File: config.mk
export PLATFORM = sky130hd
export DESIGN_NAME = bal_cell
export DESIGN_NICKNAME = d
export VERILOG_FILES = /design/src/rtl/core/bal_pkg.sv /design/src/rtl/core/bal_cell.sv
export SDC_FILE = /design/constraint.sdc
export NUM_CORES = 1
export LEC_CHECK = 0
export ABC_AREA = 1
export BUFFER_PORTS_ARGS = -buffer_cell sky130_fd_sc_hd__buf_4
export CAP_MARGIN = 20
export CORE_AREA = 2 2 134 71
export DETAILED_ROUTE_END_ITERATION = 16
export DIE_AREA = 0 0 136 73
export PLACE_DENSITY = 0.88
export REMOVE_ABC_BUFFERS = 1
export SYNTH_ARGS = -nofsm -noshare
export SYNTH_HDL_FRONTEND = slang
export SYNTH_SLANG_ARGS = --single-unit
export TNS_END_PERCENT = 20
File: constraint.sdc
create_clock -name clock -period 2 [get_ports clock]
set_input_delay 0.2 -clock clock [delete_from_list [all_inputs] [get_ports clock]]
set_output_delay 0.2 -clock clock [all_outputs]
set_load 0.05 [all_outputs]
File: src/rtl/core/bal_pkg.sv
`timescale 1ns / 1ps
// ----------------------------------------------------------------------------
// bal_pkg
// Types, sizes and mode codes of the bounded array list engine.
// ----------------------------------------------------------------------------
package bal_pkg;

   localparam int CAPACITY   = 64;
   localparam int WORD_W     = 32;
   localparam int MODE_W     = 3;
   localparam int POS_W      = 7;
   localparam int FILL_W     = 7;
   localparam int IDX_W      = (CAPACITY > 1) ? $clog2(CAPACITY) : 1;
   localparam int CNT_W      = $clog2(CAPACITY + 1);
   localparam int EXT_W      = (POS_W > IDX_W) ? POS_W : IDX_W;
   localparam int CMP_W      = ((POS_W > CNT_W) ? POS_W : CNT_W) + 1;
   localparam int GROUP_SIZE = 8;
   localparam int NUM_GROUPS = (CAPACITY + GROUP_SIZE - 1) / GROUP_SIZE;

   // stream payload layout
   localparam int REQ_DATA_W = 56;
   localparam int RSP_DATA_W = 40;

   localparam logic [MODE_W-1:0] MODE_PUSH_FRONT = 3'd0;
   localparam logic [MODE_W-1:0] MODE_PUSH_BACK  = 3'd1;
   localparam logic [MODE_W-1:0] MODE_INSERT     = 3'd2;
   localparam logic [MODE_W-1:0] MODE_ERASE      = 3'd3;
   localparam logic [MODE_W-1:0] MODE_SWAP       = 3'd4;
   localparam logic [MODE_W-1:0] MODE_READ       = 3'd5;
   localparam logic [MODE_W-1:0] MODE_CLEAR      = 3'd6;

   typedef logic signed [WORD_W-1:0] word_type;
   typedef logic [IDX_W-1:0]         idx_type;

   // broadcast to every cell of the chain
   typedef struct packed {
      logic              write_en;
      logic [MODE_W-1:0] mode;
      idx_type           idx_a;
      idx_type           idx_b;
      idx_type           tail;
      word_type          value;
      word_type          a_val;
      word_type          b_val;
   } cell_ctrl_type;

   // 1-based position to cell index
   function automatic idx_type idx_of(input logic [POS_W-1:0] pos);
      logic [EXT_W-1:0] tmp;
      tmp = EXT_W'(pos) - EXT_W'(1);
      return tmp[IDX_W-1:0];
   endfunction

endpackage

File: src/rtl/core/bal_cell.sv
`timescale 1ns / 1ps
// ----------------------------------------------------------------------------
// bal_cell
// One list slot: holds a word and loads from a neighbor, the request or zero.
// ----------------------------------------------------------------------------
module bal_cell import bal_pkg::*; (
   input  logic          clock,
   input  logic          reset,
   input  idx_type       cell_idx,
   input  cell_ctrl_type ctrl,
   input  word_type      left_in,
   input  word_type      right_in,
   output word_type      entry_out
);

   word_type entry_ff;
   word_type entry_in;

   always_comb begin
      entry_in = entry_ff;
      if (ctrl.write_en) begin
         unique case (ctrl.mode)
            MODE_PUSH_FRONT: begin
               entry_in = (cell_idx == '0) ? ctrl.value : left_in;
            end
            MODE_PUSH_BACK: begin
               if (cell_idx == ctrl.tail) entry_in = ctrl.value;
            end
            MODE_INSERT: begin
               if (cell_idx == ctrl.idx_a) entry_in = ctrl.value;
               else if (cell_idx > ctrl.idx_a) entry_in = left_in;
            end
            MODE_ERASE: begin
               if (cell_idx >= ctrl.idx_a) entry_in = right_in;
            end
            MODE_SWAP: begin
               if (cell_idx == ctrl.idx_a) entry_in = ctrl.b_val;
               else if (cell_idx == ctrl.idx_b) entry_in = ctrl.a_val;
            end
            MODE_CLEAR: begin
               entry_in = '0;
            end
            default: begin
               entry_in = entry_ff;
            end
         endcase
      end
   end

   always_ff @(posedge clock) begin
      if (reset) entry_ff <= '0;
      else       entry_ff <= entry_in;
   end

   assign entry_out = entry_ff;

endmodule

==> Yosys cells after proc, flatten, opt, wreduce, memory -nomap -nowiden <==
Index checks and enable logic that the tools add are counted.
{ "word_totals": {"ff_bits": 32, "out_inout_bits": 32, "in_bits": 190, "elab_cells": 27} }
{ "classes": {"magnitude_cmp": 2, "eq_ne": 12, "n_reduce_logical": 4, "n_mux": 8} }
{ "ops": {"columns": ["op", "n"], "rows": [
  ["$mux 32", 7],
  ["$pmux 32 s6", 1],
  ["$eq 6x6->1", 3],
  ["$eq 3x2->1 const B", 2],
  ["$eq 3x3->1 const B", 2],
  ["$ge 6x6->1", 1],
  ["$gt 6x6->1", 1],
  ["$logic_not 6->1", 1],
  ["$ne 3x3->1 const B", 2],
  ["$reduce_and 6->1", 1],
  ["$reduce_bool 6->1", 1],
  ["$ne 2x2->1 const B", 2],
  ["$eq 3x1->1 const B", 1],
  ["$logic_not 3->1", 1]
]} }

==> Longest topological paths before layout <==
{ "depth": {"word_depth": 4, "depth_mapped": 13, "ltp_nobuf": 12} }

==> Worst setup path after synthesis <==
Ideal clock, no wire load.
{ "synth_path": {"path_type": "in2reg", "startpoint": "input ctrl[113] in the netlist's numbering", "endpoint": "register entry_ff[0], in the netlist entry_out[0]", "setup_ns": 0.113, "t_required_ns": 1.887, "setup_slack_ns": 0.389, "path_buffers": 2, "cell_stages": 12, "t_arrival_ns": 1.498, "path_cell_list": "inv_1 ha_1 nand2_1 nor2_1 nand2_1 buf_2 clkbuf_1 nand2_1 o211ai_1 nand4_1 nor2_1 nor2_1"} }
{ "synth_between": {"elab_chain_len": 3, "word_cells_on_any_way": 10, "cone_classes": "order compare (2); eq/ne (4); mux (3); reduce/logical (1)"} }
{ "synth_rtl": {"columns": ["item", "line", "text"], "rows": [
  ["from (decl)", "bal_cell.sv:10", "input cell_ctrl_type ctrl,"],
  ["$gt 6x6->1 (tied with other cells)", "bal_cell.sv:31", "else if (cell_idx > ctrl.idx_a) entry_in = left_in;"],
  ["$ne 3x3->1 (no line) (tied with other cells)", null, null],
  ["$reduce_and 6->1 (no line) / $pmux 32 s6 (equally long branches)", null, null],
  ["to (signal assigned)", "bal_cell.sv:52", "else entry_ff <= entry_in;"],
  ["to (decl)", "bal_cell.sv:16", "word_type entry_ff;"]
]} }
Parallel ways exist; a longest one is shown, timed or not.
A chain may end at the register's enable or synchronous reset.

==> Worst setup path in the final report <==
{ "layout_path": {"startpoint": "input cell_idx[5]", "endpoint": "register entry_ff[7], in the netlist entry_out[7]"} }
{ "layout_between": {"elab_chain_len": 3, "word_cells_on_any_way": 15, "cone_classes": "order compare (2); eq/ne (7); mux (4); reduce/logical (2)"} }
{ "layout_rtl": {"columns": ["item", "line", "text"], "rows": [
  ["from (decl)", "bal_cell.sv:9", "input idx_type cell_idx,"],
  ["$gt 6x6->1 (tied with other cells)", "bal_cell.sv:31", null],
  ["$ne 3x3->1 (no line) (tied with other cells)", null, null],
  ["$reduce_and 6->1 (no line) / $pmux 32 s6 (equally long branches)", null, null]
]} }
Parallel ways exist; a longest one is shown, timed or not.

==> flow_metrics.env <==
export IMPL_cts_max_path_buffers=2
export IMPL_routed_wl_um=13500
export IMPL_cts_buffers=5
export IMPL_reg2reg_to="entry_out[8]"
export IMPL_arrival_ns=1.77
export IMPL_fmax_mhz=625
export IMPL_synth_area_um2=3810
export IMPL_pre_cts_slack_ns=0.118
export IMPL_wl_per_cell_um=12.9
export IMPL_critPathSlowestCell="ha_1"
export IMPL_die_h_um=73
export IMPL_fp_row_count=25
export IMPL_ir_worst_vdd_mv=0.475
export IMPL_tns_ns=0
export IMPL_required_ns=2.17
export IMPL_report_final_slew_viol_count=0
export IMPL_hold_buffers=0
export IMPL_post_route_util_pct=65.2
export IMPL_drc_errors=0
export IMPL_drtAntennaViolNets=0
export IMPL_layout_drive_gt1_share_pct=27.5
export IMPL_maxCapViolCount=0
export IMPL_ys_seq_area_share_pct=16.8
export IMPL_core_um2=8950
export IMPL_cts_resized=0
export IMPL_cts_sinks=32
export IMPL_yosys_register_bits=32
export IMPL_htree_levels=2
export IMPL_cp_slowest_stage_delay_ns=0.29
export IMPL_powerDensity_nw_per_um2=470
export IMPL_largest_reg_flops=32
export IMPL_start_kind="primary input"
export IMPL_register_area_um2=641
export IMPL_leakagePower_nw=3.51
export IMPL_ff2ff_path_depth=4
export IMPL_post_route_period_util_pct=80.1
export IMPL_tightest_slew_ns=0.297
export IMPL_cp_end_kind="flip-flop"
export IMPL_grt_pass1_vias=4583
export IMPL_grt_total_usage_pct=27.3
export IMPL_dieArea_um2=9930
export IMPL_synthCells=720
export IMPL_antenna_found_initial=0
export IMPL_n_antenna_cell=0
export IMPL_clk_pin_slew_ns=0.05
export IMPL_crit_chain="buf_4, ha_1, nand2_1, nor2_1, nand2_4, buf_12, o211ai_1, nand4_1, nor2_1, nor2_1"
export IMPL_clk_latency_ns=0.28
export IMPL_synth_cell_types=17
export IMPL_dp_cells=1038
export IMPL_net_switching_power_mw=1.00
export IMPL_relSlewSlack_pct=80.2
export IMPL_dr_total_vias=5164
export IMPL_multiInputGateArea_um2=2450
export IMPL_startpoint="cell_idx[5]"
export IMPL_timing_hold_ws_ns=0.296
export IMPL_crit_fanout=40
export IMPL_hold_viol_final=0
export IMPL_dr_pass1_iters=5
export IMPL_start_util_pct=42.6
export IMPL_die_w_um=136
export IMPL_gp_congestion=0.932
export IMPL_combPwrFrac_pct=45.1
export IMPL_timing_final_ws_setup_ns=0.399
export IMPL_yosys_warnings=0
export IMPL_cts_tree="built"
export IMPL_r2r_start="entry_out[8]"
export IMPL_crit_family="simple AND/OR/NAND/NOR gates"
export IMPL_portBuffers=221
export IMPL_fillers=844
export IMPL_cp_num_buf_inv=2
export IMPL_post_dp_hpwl_um=10400
export IMPL_p_int_mw=1.74
export IMPL_first_iter_violations=304
export IMPL_crit_top_cell="nor2_1"
export IMPL_cp_endpoint="entry_out[7]"
export IMPL_setup_viol=0
export IMPL_p_sw_share_pct=36.6
export IMPL_nets=1120
export IMPL_status="complete, no violations"
export IMPL_path_depth=10
export IMPL_hp_class="in -> reg"
export IMPL_rsz0062_at_grt="no"
export IMPL_via_per_inst=4.94
export IMPL_avgSynthCellArea_um2=5.29
export IMPL_postCtsSetupRepairBufs=0
export IMPL_seq_power_share_pct=26.9
export IMPL_ios=222
export IMPL_regToRegSetupSlack_ns=1.34
export IMPL_fin_crit_ns=1.60
export IMPL_skew_ns=0
export IMPL_root_buffer="clkbuf_16"
export IMPL_area_delta_synth_final_pct=53.1
export IMPL_grt_pass1_wl_um=21700
export IMPL_p_clk_share_pct=28.0
export IMPL_grt_overflow_total=0
export IMPL_finalNonFillerCells=1046
export IMPL_grt_start_max_net_pins=65
export IMPL_critical_path_class="in -> reg"
==> kinds of logic (layout without fill, tap and decap cells) <==
| kind of cell | after synthesis | count (layout) | synth area share (%) |
|---|---|---|---|
| simple gates | 350 | 350 | 37.0 |
| compound gates | 132 | 132 | 23.7 |
| buf+inv | 197 | 402 | 19.8 |
| xor+xnor | 3 | 3 | 0.690 |
| flops | 32 | 32 | 16.8 |
| fa+ha+maj | 6 | 6 | 1.97 |
==> metal layers <==
metal	track usage [%]	part of all wire, %	up-vias
met3	6.94	10	17
li1	-	-	2694
met1	37.3	46	2219
met5	0	0	-
met2	43.8	42	234
met4	5.79	1.4	0
==> synth_stat cells (all sizes together) <==
library cell	instances	area share (%)
buf	15	1.8
a21oi	33	4.3
nand2	201	20
o211ai	96	19
o21ai	2	0.26
o21bai	1	0.20
nor3	1	0.26
inv	153	15
dfxtp	32	17
nand3	4	0.53
nand4	33	5.4
xor2	3	0.69
ha	6	2.0
clkbuf	29	2.9
nor2	111	11
==> area by class of cell <==
class,instances,area share (%)
inverters,153,9.85
well taps,121,2.60
multi-input cells,491,42.0
clock buffers,8,2.51
repair buffers,241,32.1
flip-flops and latches,32,11.0
==> cell usage in the layout (no fill, tap or decap) <==
master,instances
nand4_1,33
ha_1,6
buf_4,236
clkbuf_8,1
dfxtp_1,32
inv_1,153
nand2_2,1
nand3_2,1
nor2_2,2
nand2_4,1
o21bai_1,1
nand2_1,199
nand3_1,3
nor3_4,1
nor2_1,108
clkbuf_1,2
xor2_1,3
o21ai_0,2
o211ai_1,96
a21oi_1,33
nor2_4,1
buf_12,5
clkbuf_16,5
==> metrics by stage <==
step                      power, mW  cell area [um2]
after CTS                      2.76             5830
after global routing           2.93             5830
after global placement         1.96             5680
final                          2.74             5830
after detailed placement       1.98             5680
after floorplan                1.41             3630
==> power by group through the flow <==
stage / Combinational [mW] / Sequential (mW) / Clock (mW)
detailed placement: 1.23 / 0.748 / 0
global placement: 1.22 / 0.747 / 0
CTS: 1.24 / 0.736 / 0.787
floorplan: 0.455 / 0.959 / 0
finish: 1.24 / 0.736 / 0.768
global route: 1.36 / 0.742 / 0.823
==> worst reg2reg max path, stage by stage, from the launching register on <==
cell	delay, ns
dfxtp_1	0.36
inv_1	0.05
nand2_1	0.06
nand2_1	0.05
nor2_1	0.09
==> worst min path at each step <==
| stage | start | to | slack (ns) | cells after the start |
|---|---|---|---|---|
| after floorplan | ctrl[64] | entry_out[0] | 0.46 | 4 |
| after global placement | entry_out[28] | entry_out[28] | 0.50 | 4 |
| after detailed placement | entry_out[13] | entry_out[13] | 0.50 | 4 |
| after CTS | ctrl[73] | entry_out[9] | 0.29 | 5 |
| after global routing | ctrl[90] | entry_out[26] | 0.32 | 5 |
| final | ctrl[73] | entry_out[9] | 0.30 | 5 |
No activity file was read; power rests on OpenSTA's default activity.
